### config.mk
export PLATFORM = sky130hd
export DESIGN_NAME = dam_ctrl
export DESIGN_NICKNAME = d
export VERILOG_FILES = /design/src/design/dam_pkg.sv /design/src/design/dam_ctrl.sv
export SDC_FILE = /design/constraint.sdc
export NUM_CORES = 1
export LEC_CHECK = 0
export BUFFER_PORTS_ARGS = -buffer_cell sky130_fd_sc_hd__buf_2
export CAP_MARGIN = 10
export CELL_PAD_IN_SITES_DETAIL_PLACEMENT = 0
export CELL_PAD_IN_SITES_GLOBAL_PLACEMENT = 1
export CORE_ASPECT_RATIO = 0.75
export CORE_MARGIN = 2
export CORE_UTILIZATION = 29
export DETAILED_ROUTE_END_ITERATION = 7
export PLACE_DENSITY = 0.78
export RECOVER_POWER = 50
export SLEW_MARGIN = 20
export SYNTH_ARGS = -nofsm -noshare
export SYNTH_HDL_FRONTEND = slang
export SYNTH_SLANG_ARGS = --single-unit
### constraint.sdc
create_clock -name clock -period 1.5 [get_ports clock]
set_input_delay 0.15 -clock clock [delete_from_list [all_inputs] [get_ports clock]]
set_output_delay 0.15 -clock clock [all_outputs]
set_load 0.02 [all_outputs]
### src/design/dam_pkg.sv
// ----------------------------------------------------------------------------
// dam_pkg
// Shared constants, codes, command/status types and helpers for the decimal
// accumulator machine.
// ----------------------------------------------------------------------------
package dam_pkg;

   localparam int DEF_MEMORY_WORDS = 10000;
   localparam int DEF_WORD_LIMIT   = 999999;

   localparam int ADDR_W = 14;
   localparam int WORD_W = 21;
   localparam int MAG_W  = 20;
   localparam int OP_W   = 7;
   localparam int STAT_W = 3;
   localparam int RES_W  = 2 * WORD_W;
   localparam int CNT_W  = $clog2(MAG_W);

   localparam int SPLIT_BASE  = 10000;
   localparam int SPLIT_SHIFT = 34;
   localparam int PROD_W      = MAG_W + WORD_W;
   localparam logic [WORD_W-1:0] SPLIT_MUL = 21'd1717987;

   localparam logic [STAT_W-1:0] ST_OK       = 3'd0;
   localparam logic [STAT_W-1:0] ST_HALT     = 3'd1;
   localparam logic [STAT_W-1:0] ST_DIVZERO  = 3'd2;
   localparam logic [STAT_W-1:0] ST_OVERFLOW = 3'd3;
   localparam logic [STAT_W-1:0] ST_BADOP    = 3'd4;
   localparam logic [STAT_W-1:0] ST_REJECT   = 3'd5;

   localparam logic [OP_W-1:0] OP_READ  = 7'd10;
   localparam logic [OP_W-1:0] OP_WRITE = 7'd11;
   localparam logic [OP_W-1:0] OP_LOAD  = 7'd20;
   localparam logic [OP_W-1:0] OP_STORE = 7'd21;
   localparam logic [OP_W-1:0] OP_ADD   = 7'd30;
   localparam logic [OP_W-1:0] OP_SUB   = 7'd31;
   localparam logic [OP_W-1:0] OP_DIV   = 7'd32;
   localparam logic [OP_W-1:0] OP_MUL   = 7'd33;
   localparam logic [OP_W-1:0] OP_MOD   = 7'd34;
   localparam logic [OP_W-1:0] OP_POW   = 7'd35;
   localparam logic [OP_W-1:0] OP_JMP   = 7'd40;
   localparam logic [OP_W-1:0] OP_JNEG  = 7'd41;
   localparam logic [OP_W-1:0] OP_JZERO = 7'd42;
   localparam logic [OP_W-1:0] OP_HALT  = 7'd43;

   typedef struct packed {
      logic capture;
      logic clear;
      logic fetch;
      logic split;
      logic decode;
      logic read_opnd;
      logic latch_m;
      logic exec;
      logic div_step;
      logic div_fix;
      logic pow_mul;
      logic pow_chk;
      logic commit;
   } dp_cmd_type;

   typedef struct packed {
      logic step_go;
      logic clr_last;
      logic cls_div;
      logic cls_pow;
      logic pow_more;
      logic div_last;
      logic out_free;
   } dp_sts_type;

   function automatic logic op_known(input logic [OP_W-1:0] op);
      logic known;
      unique case (op)
         OP_READ, OP_WRITE, OP_LOAD, OP_STORE, OP_ADD, OP_SUB, OP_DIV,
         OP_MUL, OP_MOD, OP_POW, OP_JMP, OP_JNEG, OP_JZERO, OP_HALT: known = 1'b1;
         default: known = 1'b0;
      endcase
      return known;
   endfunction

   function automatic logic beyond_limit(input logic signed [RES_W-1:0] v,
                                         input logic signed [RES_W-1:0] lim);
      return (v > lim) || (v < -lim);
   endfunction

endpackage

### src/design/dam_ctrl.sv
// ----------------------------------------------------------------------------
// dam_ctrl
// Sequencer: clear sweep, fetch/decode/execute steps, iterative divide and
// power loops, and result commit.
// ----------------------------------------------------------------------------
module dam_ctrl
   import dam_pkg::*;
(
   input  logic       clock,
   input  logic       reset,
   input  logic       req_valid,
   output logic       req_ready,
   input  dp_sts_type sts,
   output dp_cmd_type cmd
);

   localparam logic [3:0] S_CLEAR   = 4'd0;
   localparam logic [3:0] S_IDLE    = 4'd1;
   localparam logic [3:0] S_FETCH   = 4'd2;
   localparam logic [3:0] S_SPLIT   = 4'd3;
   localparam logic [3:0] S_DECODE  = 4'd4;
   localparam logic [3:0] S_READM   = 4'd5;
   localparam logic [3:0] S_LATCH   = 4'd6;
   localparam logic [3:0] S_EXEC    = 4'd7;
   localparam logic [3:0] S_DIV     = 4'd8;
   localparam logic [3:0] S_DIVFIX  = 4'd9;
   localparam logic [3:0] S_POWTEST = 4'd10;
   localparam logic [3:0] S_POWMUL  = 4'd11;
   localparam logic [3:0] S_POWCHK  = 4'd12;
   localparam logic [3:0] S_COMMIT  = 4'd13;

   logic [3:0] state_ff;
   logic [3:0] state_in;

   always_comb begin
      state_in = state_ff;
      cmd      = '0;
      unique case (state_ff)
         S_CLEAR: begin
            cmd.clear = 1'b1;
            if (sts.clr_last) begin
               state_in = S_IDLE;
            end
         end
         S_IDLE: begin
            if (req_valid) begin
               cmd.capture = 1'b1;
               state_in    = sts.step_go ? S_FETCH : S_COMMIT;
            end
         end
         S_FETCH: begin
            cmd.fetch = 1'b1;
            state_in  = S_SPLIT;
         end
         S_SPLIT: begin
            cmd.split = 1'b1;
            state_in  = S_DECODE;
         end
         S_DECODE: begin
            cmd.decode = 1'b1;
            state_in   = S_READM;
         end
         S_READM: begin
            cmd.read_opnd = 1'b1;
            state_in      = S_LATCH;
         end
         S_LATCH: begin
            cmd.latch_m = 1'b1;
            state_in    = S_EXEC;
         end
         S_EXEC: begin
            cmd.exec = 1'b1;
            priority if (sts.cls_div) begin
               state_in = S_DIV;
            end else if (sts.cls_pow) begin
               state_in = S_POWTEST;
            end else begin
               state_in = S_COMMIT;
            end
         end
         S_DIV: begin
            cmd.div_step = 1'b1;
            if (sts.div_last) begin
               state_in = S_DIVFIX;
            end
         end
         S_DIVFIX: begin
            cmd.div_fix = 1'b1;
            state_in    = S_COMMIT;
         end
         S_POWTEST: begin
            state_in = sts.pow_more ? S_POWMUL : S_COMMIT;
         end
         S_POWMUL: begin
            cmd.pow_mul = 1'b1;
            state_in    = S_POWCHK;
         end
         S_POWCHK: begin
            cmd.pow_chk = 1'b1;
            state_in    = S_POWTEST;
         end
         S_COMMIT: begin
            if (sts.out_free) begin
               cmd.commit = 1'b1;
               state_in   = S_IDLE;
            end
         end
         default: begin
            state_in = S_IDLE;
         end
      endcase
   end

   always_ff @(posedge clock) begin
      if (reset) begin
         state_ff <= S_CLEAR;
      end else begin
         state_ff <= state_in;
      end
   end

   assign req_ready = (state_ff == S_IDLE);

endmodule

==> impl_metrics.yaml <==
critical_path:
  worstPathMaxFanout: 2
  max_stage_delay_on_crit_path_ns: 0.54
  setup.worst_path.end_class: "primary output"
  cp_num_buf_inv: 2
  worst-setup-path-type: "reg2out"
  worst-r2r-cell-count: 5
  path_cells: "or4b_4 -> inv_2 -> and2_4 -> buf_6"
  slowest_stage: "sky130_fd_sc_hd__or4b_4"
  cp_data_required_time_ns: 1.35
  worst_setup_path_start_kind: "register"
  category_of_cells_accounting_for_the_largest_share_of_critical_path_delay: "simple AND/OR/NAND/NOR gates"
  timing.critical_path.arrival_ns: 1.42
  r2r_setup_slack_ns: 0.01
  worst_r2r_startpoint: "state_ff[3]"
  rr_endpoint: "state_ff[2]"
timing:
  clock_skew_ns: 0.003524
  timing.final.setup_violations: 1
  tns_ns: -0.06599
  timing.final.hold_violations: 0
  final.period_utilization_pct: 104.4
  max-slew-margin-rel_pct: 77.25
  fmaxAchievable_mhz: 638.6
  grt_setup_unrepaired: "yes"
  period_needed_ns: 1.566
  timing.hold.ws_ns: 0.1498
  setup_slack_ns: -0.06599
  worstMarginPinSlew_ns: 0.3410
  report.final.slew_viol_count: 0
detailed_routing:
  vias: 643
  drt-wirelength-per-cell_um: 12.16
  ant_nets: 0
  drcViolationCount: 0
  vias_per_cell: 5.063
  drt_pass1_iterations: 4
  drt_iter0_drc: 22
  routed_wl_um: 1544
synthesis:
  synth_flop_cell: "sky130_fd_sc_hd__dfxtp_1"
  synthTopCellsByCount: "10 x sky130_fd_sc_hd__nor2_1, 8 x sky130_fd_sc_hd__inv_1, 7 x sky130_fd_sc_hd__nand2_1, 7 x sky130_fd_sc_hd__nor3_1"
  syn_nets: 83
  synthDominantAreaCellType: "sky130_fd_sc_hd__dfxtp_1"
  syn-cell-area_um2: 506.7
  asyncSetResetFlopFracSynth_pct: 0
  synth_sequential_area_ratio_pct: 15.80
  yosys.area.top_type_share_pct: 15.80
  ys_types: 32
  synth.ff_latch_count: 4
  number_of_flops_mapped_to_enable_cells_by_yosys: 0
  yosys.cell_count.top_type: "sky130_fd_sc_hd__nor2_1"
  syn_avg_cell_area_um2: 6.942
  yosysWarningCount: 0
  netlist_instances: 73
  synth_top_cells_by_area: "sky130_fd_sc_hd__dfxtp_1 16%, sky130_fd_sc_hd__nor2_1 7.4%, sky130_fd_sc_hd__nor3_1 6.9%"
final_layout:
  largest_register_ffs: 4
  antenna_cells: 0
  flow.area_growth_from_synthesis_pct: 53.58
  drive_gt1_share_pct: 49.52
  n_fill_cell: 186
  final_nets: 117
  top_register: "state_ff"
  top_regs: "state_ff: 4 flops"
die:
  initial_utilization_pct: 29.96
  placeableCoreArea_mm2: 0.001692
  total_number_of_placement_rows: 13
  die_x_um: 52.27
  die_height_um: 40.20
  io_pins: 24
  die_area_mm2: 0.002101
placed_design:
  finalWeightedCongestion: 0.8463
  portBuffers: 23
  hpwlAfterDp_um: 1175
clock_network:
  root_buffer: "sky130_fd_sc_hd__clkbuf_4"
  cts.sink_count: 4
  tritoncts_clock_tree: "yes"
  clock_latency_of_the_later_clocked_register_in_the_worst_skew_pair_ns: 0.24
  cts-htree-levels: 1
  postCtsHoldBufs: 0
  cts_max_path_buffers: 2
  cts_clk_pin_slew_worst_paths_ns: 0.04
  tritoncts.num_buffers: 3
global_routing:
  gr-usage-met3_pct: 3.358
  global_route.peak_usage_layer: "met2"
  grt_usage_pct: 14.36
  overflow: 0
  grt_util_met2_pct: 21.52
  global_route.usage.met1_pct: 20.57
  via_count_of_the_first_global_routing_pass: 479
  grt_max_degree: 18
  antenna_found_initial: 0
  grt_first_pass_wirelength_um: 2173
pwr:
  pwr_density_cell_mw_per_mm2: 1630
  peakVddDrop_v: 0.0005336
  design_power_total_mw: 1.269
  p_leak_nw: 0.3662
worst_hold_path:
  hold_path_end: "state_ff[3]"
  whs_path_depth: 2
  holdCritPathClass: "in2reg"
  hold_path.startpoint: "reset"
outcome:
  violations: "negative setup slack"
  outcome: "complete, but fails checks"
flow_run:
  max-cap-violations: 0
==> through the flow <==
step	util [%]	cells	setup WS, ns	instance area (um^2)
after floorplan	-	73	0.01634	506.7
after global placement	40.09	120	0.06839	678.2
after detailed placement	40.09	120	0.05034	678.2
after CTS	43.42	124	-0.06968	734.5
after global routing	46.01	127	-0.09285	778.2
final	46.01	127	-0.06599	778.2
==> where the power goes <==
part           switching, mW  internal [mW]
combinational          0.481          0.468
sequential            0.0382          0.145
clock                 0.0475         0.0897
total                  0.567          0.702
==> placed cells by master (no fill, tap or decap), drive strengths merged, types with 2 or more instances in the layout <==
cell,synthesis,layout
a211oi,2,2
inv,8,7
nor3,7,7
a21oi,3,3
nor2,10,10
buf,5,30
dfxtp,4,4
o21ai,4,4
clkbuf,1,8
nand2,7,7
nand2b,4,4
==> worst max path at each step <==
| stage | start | end | slack (ns) | depth (start not counted) |
|---|---|---|---|---|
| 3_3_place_gp | state_ff[3] | state_ff[2] | 0.07 | 4 |
| 5_1_grt | state_ff[3] | cmd[12] | -0.09 | 4 |
| 2_1_floorplan | state_ff[0] | cmd[12] | 0.02 | 4 |
| 4_1_cts | state_ff[3] | cmd[12] | -0.07 | 4 |
| 3_5_place_dp | state_ff[3] | state_ff[2] | 0.05 | 4 |
| 6_report | state_ff[3] | cmd[12] | -0.07 | 4 |
==> final cells by class <==
| cell class | instances | area, um^2 | share of cell area (%) |
|---|---|---|---|
| Tap cell | 22 | 27.53 | 3.537 |
| Inverter | 8 | 33.78 | 4.341 |
| Multi-Input combinational cell | 55 | 376.6 | 48.39 |
| Sequential cell | 4 | 85.08 | 10.93 |
| Timing Repair Buffer | 35 | 232.7 | 29.90 |
| Clock buffer | 3 | 22.52 | 2.894 |
==> layer usage <==
layer | wire, um | part of all wire [%]
met1 | 744 | 48
met2 | 721 | 47
met3 | 77 | 5.0
met4 | 0 | 0
met5 | 0 | 0
==> logic make-up after synthesis <==
group           Yosys count  synth area share [%]
simple gates             36                 37.29
compound gates           18                 33.09
buf+inv                  14                 12.10
flops                     4                 15.80
xor+xnor                  1                 1.729
==> repair_timing <==
| action | 4_1_cts | 5_1_grt |
|---|---|---|
| pin swaps | 4 | 2 |
| buffers inserted | 2 | 3 |
| gates resized for setup | 7 | 6 |
| endpoints found under the setup margin | 5 | 8 |
Note: power is estimated with default switching activity, not from simulation.
